`config.mk`:
```
export PLATFORM = sky130hd
export DESIGN_NAME = stun_binding_responder
export DESIGN_NICKNAME = d
export VERILOG_FILES = /design/src/hdl/stunbr_pkg.sv /design/src/hdl/stun_binding_responder.sv /design/src/hdl/stunbr_parse.sv
export VERILOG_INCLUDE_DIRS = /design/src /design/src/hdl
export SDC_FILE = /design/constraint.sdc
export NUM_CORES = 1
export LEC_CHECK = 0
export CAP_MARGIN = 15
export CORE_UTILIZATION = 48
export CTS_CLUSTER_DIAMETER = 80
export DETAILED_ROUTE_END_ITERATION = 8
export DONT_BUFFER_PORTS = 1
export SKIP_LAST_GASP = 1
export SYNTH_ARGS = -nofsm -noshare
export SYNTH_HDL_FRONTEND = slang
export SYNTH_SLANG_ARGS = --single-unit
```
`constraint.sdc`:
```
create_clock -name clk -period 9.9 [get_ports clk]
set_clock_uncertainty 0.1 [all_clocks]
set_input_delay 2.97 -clock clk [delete_from_list [all_inputs] [get_ports clk]]
set_output_delay 2.97 -clock clk [all_outputs]
set_load 0.005 [all_outputs]
```
`src/hdl/assert_macros.svh`:
```
// ----------------------------------------------------------------------------
// assert_macros.svh
// shared concurrent assertion macros
// ----------------------------------------------------------------------------
`ifndef ASSERT_MACROS_SVH
`define ASSERT_MACROS_SVH

// antecedent implies consequent in the same cycle
`define ASSERT_SAME(name, clk, rstn, ante, cons) \
    name: assert property (@(posedge clk) disable iff (!rstn) (ante) |-> (cons)) \
        else $error("assertion failed");

// antecedent implies consequent in the next cycle
`define ASSERT_NEXT(name, clk, rstn, ante, cons) \
    name: assert property (@(posedge clk) disable iff (!rstn) (ante) |=> (cons)) \
        else $error("assertion failed");

`endif

```
`src/hdl/stunbr_pkg.sv`:
```
// ----------------------------------------------------------------------------
// stunbr_pkg
// constants, types and the response byte table of the stun binding responder
// ----------------------------------------------------------------------------
`default_nettype none

package stunbr_pkg;

    localparam int          TXN_BYTES = 12;
    localparam int          TXN_IDX_W = 4;
    localparam int          HDR_LEN   = 20;
    localparam int          TXN_OFS   = 8;
    localparam logic [31:0] MAGIC     = 32'h2112_A442;
    localparam logic [15:0] TYPE_REQ  = 16'h0001;
    localparam logic [15:0] TYPE_RESP = 16'h0101;
    localparam logic [4:0]  RESP_LAST = 5'd31;

    localparam logic        KIND_BYTE = 1'b0;
    localparam logic        KIND_CONN = 1'b1;

    // configuration register indexes
    localparam logic [1:0]  REG_AWAIT    = 2'd0;
    localparam logic [1:0]  REG_TXN_HIGH = 2'd1;
    localparam logic [1:0]  REG_TXN_MID  = 2'd2;
    localparam logic [1:0]  REG_TXN_LOW  = 2'd3;

    // packet verdict from the parser on the accepted word
    typedef struct packed {
        logic req_hit;
        logic resp_hit;
        logic connected;
    } pkt_evt_t;

    // byte k of the binding success response
    function automatic logic [7:0] resp_byte_at(input logic [4:0] k,
                                                input logic [7:0] txn_byte,
                                                input logic [15:0] xport,
                                                input logic [31:0] xip);
        logic [7:0] b;
        b = 8'h00;
        case (k) inside
            5'd0, 5'd1:    b = 8'h01;
            5'd3:          b = 8'h0C;
            5'd4:          b = MAGIC[31:24];
            5'd5:          b = MAGIC[23:16];
            5'd6:          b = MAGIC[15:8];
            5'd7:          b = MAGIC[7:0];
            [5'd8:5'd19]:  b = txn_byte;
            5'd21:         b = 8'h20;
            5'd23:         b = 8'h08;
            5'd25:         b = 8'h01;
            5'd26:         b = xport[15:8];
            5'd27:         b = xport[7:0];
            5'd28:         b = xip[31:24];
            5'd29:         b = xip[23:16];
            5'd30:         b = xip[15:8];
            5'd31:         b = xip[7:0];
            default:       b = 8'h00;
        endcase
        return b;
    endfunction

endpackage

`default_nettype wire

```
`src/hdl/stun_binding_responder.sv`:
```
// ----------------------------------------------------------------------------
// stun_binding_responder
// answers stun binding requests and flags a matching binding response
// ----------------------------------------------------------------------------
// s_* takes the udp payload one byte per word with the source address and
// port; s_tlast marks the final byte. cfg_* writes awaiting_response and the
// expected transaction id (index 0..3); writes are taken in any cycle.
// m_* gives results: m_tuser low is a response byte (32 words, m_tlast on the
// last), m_tuser high a connected event (single word with m_tlast).
// Payload bytes are taken one per cycle while no burst runs. A binding
// request starts a 32-word burst: its last byte sets the busy flag, then
// the output register loads each byte; s_tready stays low until the 32nd
// byte is loaded, since the burst reads the stored id. A connected event
// goes to the pending register, then the output register, and does not
// hold the input. A stalled receiver holds m_tdata and the burst counter.
// Reset clears the header state, configuration and output valid; the stored
// id is not cleared as it is only read after a full header rewrites it.
// ----------------------------------------------------------------------------
`default_nettype none

module stun_binding_responder (
    input  wire logic        clk,
    input  wire logic        rst_n,
    input  wire logic        s_tvalid,
    output logic             s_tready,
    input  wire logic [55:0] s_tdata,   // data_byte[7:0], src_ip[39:8], src_port[55:40]
    input  wire logic        s_tlast,
    output logic             m_tvalid,
    input  wire logic        m_tready,
    output logic [55:0]      m_tdata,   // resp_byte[7:0], peer_ip[39:8], peer_port[55:40]
    output logic             m_tuser,   // kind[0]
    output logic             m_tlast,
    input  wire logic        cfg_valid,
    output logic             cfg_ready,
    input  wire logic [1:0]  cfg_index,
    input  wire logic [31:0] cfg_data
);
    import stunbr_pkg::*;

    `include "assert_macros.svh"

    logic                in_accept;
    pkt_evt_t            evt;
    logic [7:0]          txn_byte;
    logic [3:0]          rd_idx;
    logic                slot_free;
    logic                load_evt;
    logic                load_gen;

    logic                busy_reg, busy_next;
    logic [4:0]          idx_reg, idx_next;
    logic [31:0]         gen_ip_reg;
    logic [15:0]         gen_port_reg;
    logic                pend_reg, pend_next;
    logic [31:0]         pend_ip_reg;
    logic [15:0]         pend_port_reg;
    logic                out_valid_reg, out_valid_next;
    logic [7:0]          out_byte_reg;
    logic                out_kind_reg;
    logic                out_last_reg;
    logic [31:0]         out_ip_reg;
    logic [15:0]         out_port_reg;

    assign s_tready  = !busy_reg;
    assign in_accept = s_tvalid && s_tready;
    assign cfg_ready = 1'b1;

    assign rd_idx = 4'(idx_reg - 5'(TXN_OFS));

    stunbr_parse u_parse (
        .clk        (clk),
        .rst_n      (rst_n),
        .in_accept  (in_accept),
        .data_byte  (s_tdata[7:0]),
        .last_byte  (s_tlast),
        .cfg_accept (cfg_valid && cfg_ready),
        .cfg_index  (cfg_index),
        .cfg_data   (cfg_data),
        .rd_idx     (rd_idx),
        .rd_byte    (txn_byte),
        .evt        (evt)
    );

    // a pending event goes out before any burst that follows it
    assign slot_free = !out_valid_reg || m_tready;
    assign load_evt  = slot_free && pend_reg;
    assign load_gen  = slot_free && !pend_reg && busy_reg;

    always_comb
    begin
        busy_next      = busy_reg;
        idx_next       = idx_reg;
        pend_next      = pend_reg;
        out_valid_next = out_valid_reg;
        if (load_evt || load_gen)
            out_valid_next = 1'b1;
        else if (m_tready)
            out_valid_next = 1'b0;
        if (load_evt)
            pend_next = 1'b0;
        if (evt.resp_hit)
            pend_next = 1'b1;
        if (load_gen)
        begin
            idx_next = idx_reg + 5'd1;
            if (idx_reg == RESP_LAST)
                busy_next = 1'b0;
        end
        if (evt.req_hit)
        begin
            busy_next = 1'b1;
            idx_next  = '0;
        end
    end

    always_ff @(posedge clk or negedge rst_n)
    begin
        if (!rst_n)
        begin
            busy_reg      <= 1'b0;
            idx_reg       <= '0;
            pend_reg      <= 1'b0;
            out_valid_reg <= 1'b0;
        end
        else
        begin
            busy_reg      <= busy_next;
            idx_reg       <= idx_next;
            pend_reg      <= pend_next;
            out_valid_reg <= out_valid_next;
        end
    end

    always_ff @(posedge clk)
    begin
        if (evt.req_hit)
        begin
            gen_ip_reg   <= s_tdata[39:8];
            gen_port_reg <= s_tdata[55:40];
        end
        if (evt.resp_hit)
        begin
            pend_ip_reg   <= s_tdata[39:8];
            pend_port_reg <= s_tdata[55:40];
        end
        if (load_evt)
        begin
            out_kind_reg <= KIND_CONN;
            out_byte_reg <= 8'h00;
            out_last_reg <= 1'b1;
            out_ip_reg   <= pend_ip_reg;
            out_port_reg <= pend_port_reg;
        end
        else if (load_gen)
        begin
            out_kind_reg <= KIND_BYTE;
            out_byte_reg <= resp_byte_at(idx_reg, txn_byte, gen_port_reg ^ MAGIC[31:16],
                                         gen_ip_reg ^ MAGIC);
            out_last_reg <= (idx_reg == RESP_LAST);
            out_ip_reg   <= gen_ip_reg;
            out_port_reg <= gen_port_reg;
        end
    end

    assign m_tvalid = out_valid_reg;
    assign m_tdata  = {out_port_reg, out_ip_reg, out_byte_reg};
    assign m_tuser  = out_kind_reg;
    assign m_tlast  = out_last_reg;

    // connected event is a single word carrying no response byte
    `ASSERT_SAME(a_evt_single, clk, rst_n, m_tvalid && m_tuser, m_tlast && m_tdata[7:0] == 8'h00)
    // loading the final response byte ends the burst
    `ASSERT_NEXT(a_burst_end, clk, rst_n, load_gen && idx_reg == RESP_LAST && !evt.req_hit,
                 !busy_reg)
    // the connected flag only rises after the last byte of an accepted packet
    `ASSERT_SAME(a_conn_cause, clk, rst_n, $rose(evt.connected),
                 $past(in_accept && s_tlast))

endmodule

`default_nettype wire

```
`src/hdl/stunbr_parse.sv`:
```
// ----------------------------------------------------------------------------
// stunbr_parse
// header capture, transaction id store, configuration registers and verdict
// ----------------------------------------------------------------------------
`default_nettype none

module stunbr_parse (
    input  wire logic                  clk,
    input  wire logic                  rst_n,
    input  wire logic                  in_accept,
    input  wire logic [7:0]            data_byte,
    input  wire logic                  last_byte,
    input  wire logic                  cfg_accept,
    input  wire logic [1:0]            cfg_index,
    input  wire logic [31:0]           cfg_data,
    input  wire logic [3:0]            rd_idx,
    output logic [7:0]                 rd_byte,
    output stunbr_pkg::pkt_evt_t       evt
);
    import stunbr_pkg::*;

    logic        awaiting_reg;
    logic [31:0] txn_high_reg;
    logic [31:0] txn_mid_reg;
    logic [31:0] txn_low_reg;
    logic        connected_reg;
    logic [4:0]  count_reg;
    logic [15:0] type_reg;
    logic [31:0] cookie_reg;
    logic        match_reg;
    logic [7:0]  txn_store [TXN_BYTES];

    logic [4:0]  count_next;
    logic [15:0] type_next;
    logic [31:0] cookie_next;
    logic        match_next;
    logic        store_we;
    logic [3:0]  store_idx;
    logic [31:0] exp_word;
    logic [7:0]  exp_byte;
    logic        hdr_ok;

    assign store_idx = 4'(count_reg - 5'(TXN_OFS));

    always_comb
    begin
        count_next  = count_reg;
        type_next   = type_reg;
        cookie_next = cookie_reg;
        match_next  = match_reg;
        store_we    = 1'b0;
        if (count_reg < 5'(HDR_LEN))
        begin
            count_next = count_reg + 5'd1;
            if (count_reg < 5'd2)
                type_next = {type_reg[7:0], data_byte};
            else if (count_reg >= 5'd4 && count_reg < 5'(TXN_OFS))
                cookie_next = {cookie_reg[23:0], data_byte};
            else if (count_reg >= 5'(TXN_OFS))
            begin
                store_we = 1'b1;
                if (data_byte != exp_byte)
                    match_next = 1'b0;
            end
        end
    end

    // expected id byte for the current position, big endian within each word
    always_comb
    begin
        if (store_idx < 4'd4)
            exp_word = txn_high_reg;
        else if (store_idx < 4'd8)
            exp_word = txn_mid_reg;
        else
            exp_word = txn_low_reg;
        case (store_idx[1:0])
            2'd0:    exp_byte = exp_word[31:24];
            2'd1:    exp_byte = exp_word[23:16];
            2'd2:    exp_byte = exp_word[15:8];
            default: exp_byte = exp_word[7:0];
        endcase
    end

    assign hdr_ok = last_byte && (count_next >= 5'(HDR_LEN)) && (cookie_next == MAGIC);

    always_comb
    begin
        evt.req_hit   = in_accept && hdr_ok && (type_next == TYPE_REQ);
        evt.resp_hit  = in_accept && hdr_ok && (type_next == TYPE_RESP) && awaiting_reg
                        && !connected_reg && match_next;
        evt.connected = connected_reg;
    end

    always_ff @(posedge clk or negedge rst_n)
    begin
        if (!rst_n)
        begin
            awaiting_reg  <= 1'b0;
            txn_high_reg  <= '0;
            txn_mid_reg   <= '0;
            txn_low_reg   <= '0;
            connected_reg <= 1'b0;
            count_reg     <= '0;
            type_reg      <= '0;
            cookie_reg    <= '0;
            match_reg     <= 1'b1;
        end
        else
        begin
            if (cfg_accept)
            begin
                unique case (cfg_index)
                    REG_AWAIT:
                    begin
                        awaiting_reg <= cfg_data[0];
                        if (cfg_data[0])
                            connected_reg <= 1'b0;
                    end
                    REG_TXN_HIGH: txn_high_reg <= cfg_data;
                    REG_TXN_MID:  txn_mid_reg  <= cfg_data;
                    REG_TXN_LOW:  txn_low_reg  <= cfg_data;
                    default: ;
                endcase
            end
            if (evt.resp_hit)
                connected_reg <= 1'b1;
            if (in_accept)
            begin
                if (last_byte)
                begin
                    count_reg  <= '0;
                    type_reg   <= '0;
                    cookie_reg <= '0;
                    match_reg  <= 1'b1;
                end
                else
                begin
                    count_reg  <= count_next;
                    type_reg   <= type_next;
                    cookie_reg <= cookie_next;
                    match_reg  <= match_next;
                end
            end
        end
    end

    always_ff @(posedge clk)
    begin
        if (in_accept && store_we)
            txn_store[store_idx] <= data_byte;
    end

    assign rd_byte = (rd_idx < 4'(TXN_BYTES)) ? txn_store[rd_idx] : 8'h00;

endmodule

`default_nettype wire
```
==> impl_metrics.json <==
{
  "clockRootBuffer": "clkbuf_16",
  "drc": 0,
  "synth-warning-count": 0,
  "fillerInstances": 3004,
  "gr-total-overflow": 0,
  "slowest_stage": "buf_4",
  "synth-edff-count": 240,
  "routabilityCongestion": 0.926,
  "num_vias": 10600,
  "crit_path_end_kind": "flip-flop",
  "required_ns": 9.99,
  "clk_pin_slew_ns": 0.06,
  "cts_num_sinks": 410,
  "rsz0062_at_grt": "no",
  "r2r-start": "u_parse.count_reg[2]",
  "synth_simple_gate_area_frac": 0.0745,
  "core_um2": 36600,
  "crit_path_max_incr_delay_ns": 0.54,
  "clk_latency_ns": 0.58,
  "crit_path_cell_trace": "inv_1 > o22ai_1 > or4_1 > o211ai_1 > o211ai_1 > o31a_1 > nor3b_2 > buf_4",
  "cts_tree": "yes",
  "largest_reg_flops": 96,
  "fin_nets": 1373,
  "internal_power_uw": 3020,
  "routedWlPerCell_um": 23.3,
  "die_area_um2": 37900,
  "fp.dieH_um": 195,
  "synth.area.mux_share": 0.151,
  "synth_fa_ha_area_frac": 0.00632,
  "avgSynthCellArea_um2": 13.7,
  "drt_pass1_iterations": 5,
  "finalSetupTns_ns": 0,
  "r2r_end": "pend_port_reg[0]",
  "syn2layout_area_growth_pct": 9.88,
  "p_seq_frac": 0.511,
  "drtAntennaViolNets": 0,
  "fp.dieW_um": 195,
  "layout_min_cycle_time_ns": 5.02,
  "post_cts_resized": 0,
  "crit_top_cell": "o211ai_1",
  "fmax_mhz": 199,
  "ys_seq_area_frac": 0.640,
  "largest_register": "u_parse.txn_store",
  "final_cell_mix": "240 x edfxtp_1, 157 x dfrtp_1, 149 x mux2_2",
  "ioPinCount": 157,
  "dp_cells": 1691,
  "cts_buffers": 43,
  "syn_area_um2": 17800,
  "post-route-period-util": 0.507,
  "async_flop_share": 0.390,
  "initialDrtViolationCount": 917,
  "setup.worst_path.class": "input port to flip-flop",
  "r2r_setup_slack_ns": 5.56,
  "synthXorXnorAreaFrac": 0.00246,
  "grtUsageTotal": 0.220,
  "cp_num_buf_inv": 2,
  "final_common_cell": "edfxtp_1",
  "hp-class": "flip-flop to flip-flop",
  "antenna_found_initial": 0,
  "numPortBuffers": 0,
  "via_per_inst": 6.00,
  "cp.arrival_ns": 5.11,
  "cap_violations": 0,
  "fin_cells": 1771,
  "power.density_nw_per_um2": 200,
  "cts.hold.buffers_added": 0,
  "wirelength_mm": 41.2,
  "worstSetupPathDepth": 8,
  "tightest_slew_ns": 1.10,
  "critPathLaunchType": "input port",
  "multi_input_area_um2": 5960,
  "start_util": 0.487,
  "rows": 70,
  "cp_top_family": "compound AO/OA/AOI/OAI gates",
  "pre_cts_ws_ns": 4.24,
  "finalSetupViolations": 0,
  "endpoint": "pend_port_reg[0]",
  "seqCellArea_um2": 11400,
  "ys.flop_type": "edfxtp_1",
  "combPwrFrac": 0.077,
  "drive_gt1_frac": 0.205,
  "p_leak_uw": 0.00699,
  "synth_top_family_by_area": "multiplexers",
  "synth_compound_area_frac": 0.0993,
  "htree_levels": 2,
  "peakVddDrop_mv": 0.145,
  "syn_inst": 1301,
  "final_hold_viol_count": 0,
  "power_switching_uw": 908,
  "postCtsSetupBuffers": 0,
  "grt_pass1_wl_mm": 63.4,
  "cts_max_path_buffers": 3,
  "setup_slack_ns": 4.88,
  "outcome": "completed",
  "clkPwrFrac": 0.411,
  "grt_start_max_net_pins": 161,
  "yosysUniqueCellTypes": 73,
  "ff2ff_path_depth": 9,
  "diodes": 0,
  "crit_fanout": 48,
  "synth_fp_nets": 1406,
  "total_power_uw": 3920,
  "max-slew-margin-rel": 0.267,
  "sw_frac_of_total": 0.231,
  "hpwl_mm": 26.5,
  "fin_util": 0.535,
  "drv_slew": 0,
  "ys_ff_latch": 410,
  "grt_pass1_vias": 10500,
  "cp-startpoint": "s_tdata[4]"
}
[worst min-delay path by stage]
stage | slack, ns | end | from | depth (start not counted)
6_report | 0.38 | u_parse.type_reg[8] | u_parse.type_reg[8] | 2
5_1_grt | 0.41 | u_parse.txn_low_reg[18] | u_parse.txn_low_reg[18] | 1
4_1_cts | 0.38 | u_parse.type_reg[8] | u_parse.type_reg[8] | 2
3_5_place_dp | 0.37 | u_parse.type_reg[8] | u_parse.type_reg[8] | 2
3_3_place_gp | 0.36 | u_parse.type_reg[8] | u_parse.type_reg[8] | 2
2_1_floorplan | 0.34 | m_tuser | m_tuser | 2
[through the flow]
stage          area (um^2)  hold slack, ns
6_report             19600           0.378
2_1_floorplan        17800           0.339
3_5_place_dp         18200           0.370
5_1_grt              19600           0.407
4_1_cts              19600           0.383
3_3_place_gp         18200           0.361
[cell usage after synthesis (5+ instances only)]
library cell | instances | area (um^2)
dfxtp_1 | 10 | 200
nand2_1 | 86 | 323
ha_1 | 9 | 113
clkbuf_1 | 71 | 267
nand3b_1 | 6 | 45.0
o211ai_1 | 15 | 113
and2_1 | 17 | 106
mux2i_1 | 47 | 470
buf_2 | 8 | 40.0
a22o_1 | 5 | 43.8
o22ai_1 | 8 | 50.1
a22oi_1 | 49 | 368
nor2_1 | 35 | 131
buf_1 | 9 | 33.8
and3_1 | 9 | 56.3
o21ai_0 | 96 | 480
dfrtp_1 | 159 | 3980
nand3_1 | 28 | 140
inv_1 | 21 | 78.8
mux4_2 | 24 | 541
a21oi_1 | 61 | 305
nand4_1 | 11 | 68.8
or4_1 | 5 | 37.5
nor4_1 | 11 | 68.8
nor2b_1 | 8 | 50.1
mux2_2 | 149 | 1680
a31oi_1 | 8 | 50.1
edfxtp_1 | 240 | 7210
nor3_1 | 16 | 80.1
nor4b_1 | 6 | 52.6
[metal layers]
metal | GRT usage | vias to the layer above | part of all wire
met5 | 0 | - | 0
met4 | 0.0726 | 0 | 0.025
met3 | 0.0588 | 60 | 0.070
met2 | 0.358 | 318 | 0.49
met1 | 0.285 | 5326 | 0.42
li1 | - | 4930 | -
[worst reg2reg max path, cell delays in order (launching register included)]
cell and delay [ns]:
dfrtp_2 0.47, buf_4 0.56, mux2i_1 0.30, a21oi_1 0.09
nor4_1 0.76, nor2_1 0.11, a2111o_1 0.47, o31a_1 0.31
nor3b_2 0.17, buf_4 0.54
[logic make-up after synthesis]
| kind of cell | Yosys count |
|---|---|
| AOI/OAI and AO/OA | 284 |
| xor gates and xnor gates | 5 |
| adders and majority gates | 9 |
| buffers and inverters | 115 |
| DFF | 410 |
| muxes | 220 |
| other | 1 |
| and+or+nand+nor | 257 |
[area by class of cell]
type,instances,share of cell area
sequential,410,0.583
timing repair buffer,15,0.00575
clock inverter,21,0.0109
clock buffer,59,0.0622
tap,468,0.0299
multi-input combinational,776,0.304
inverter,22,0.00422
[power groups by stage]
stage	clock, uW	sequential [uW]	combinational, uW
floorplan	0	2010	247
global placement	0	2030	301
detailed placement	0	2040	306
CTS	1650	2000	307
global route	1720	2020	336
finish	1610	2010	304
Note: power is estimated with default switching activity, not from simulation.
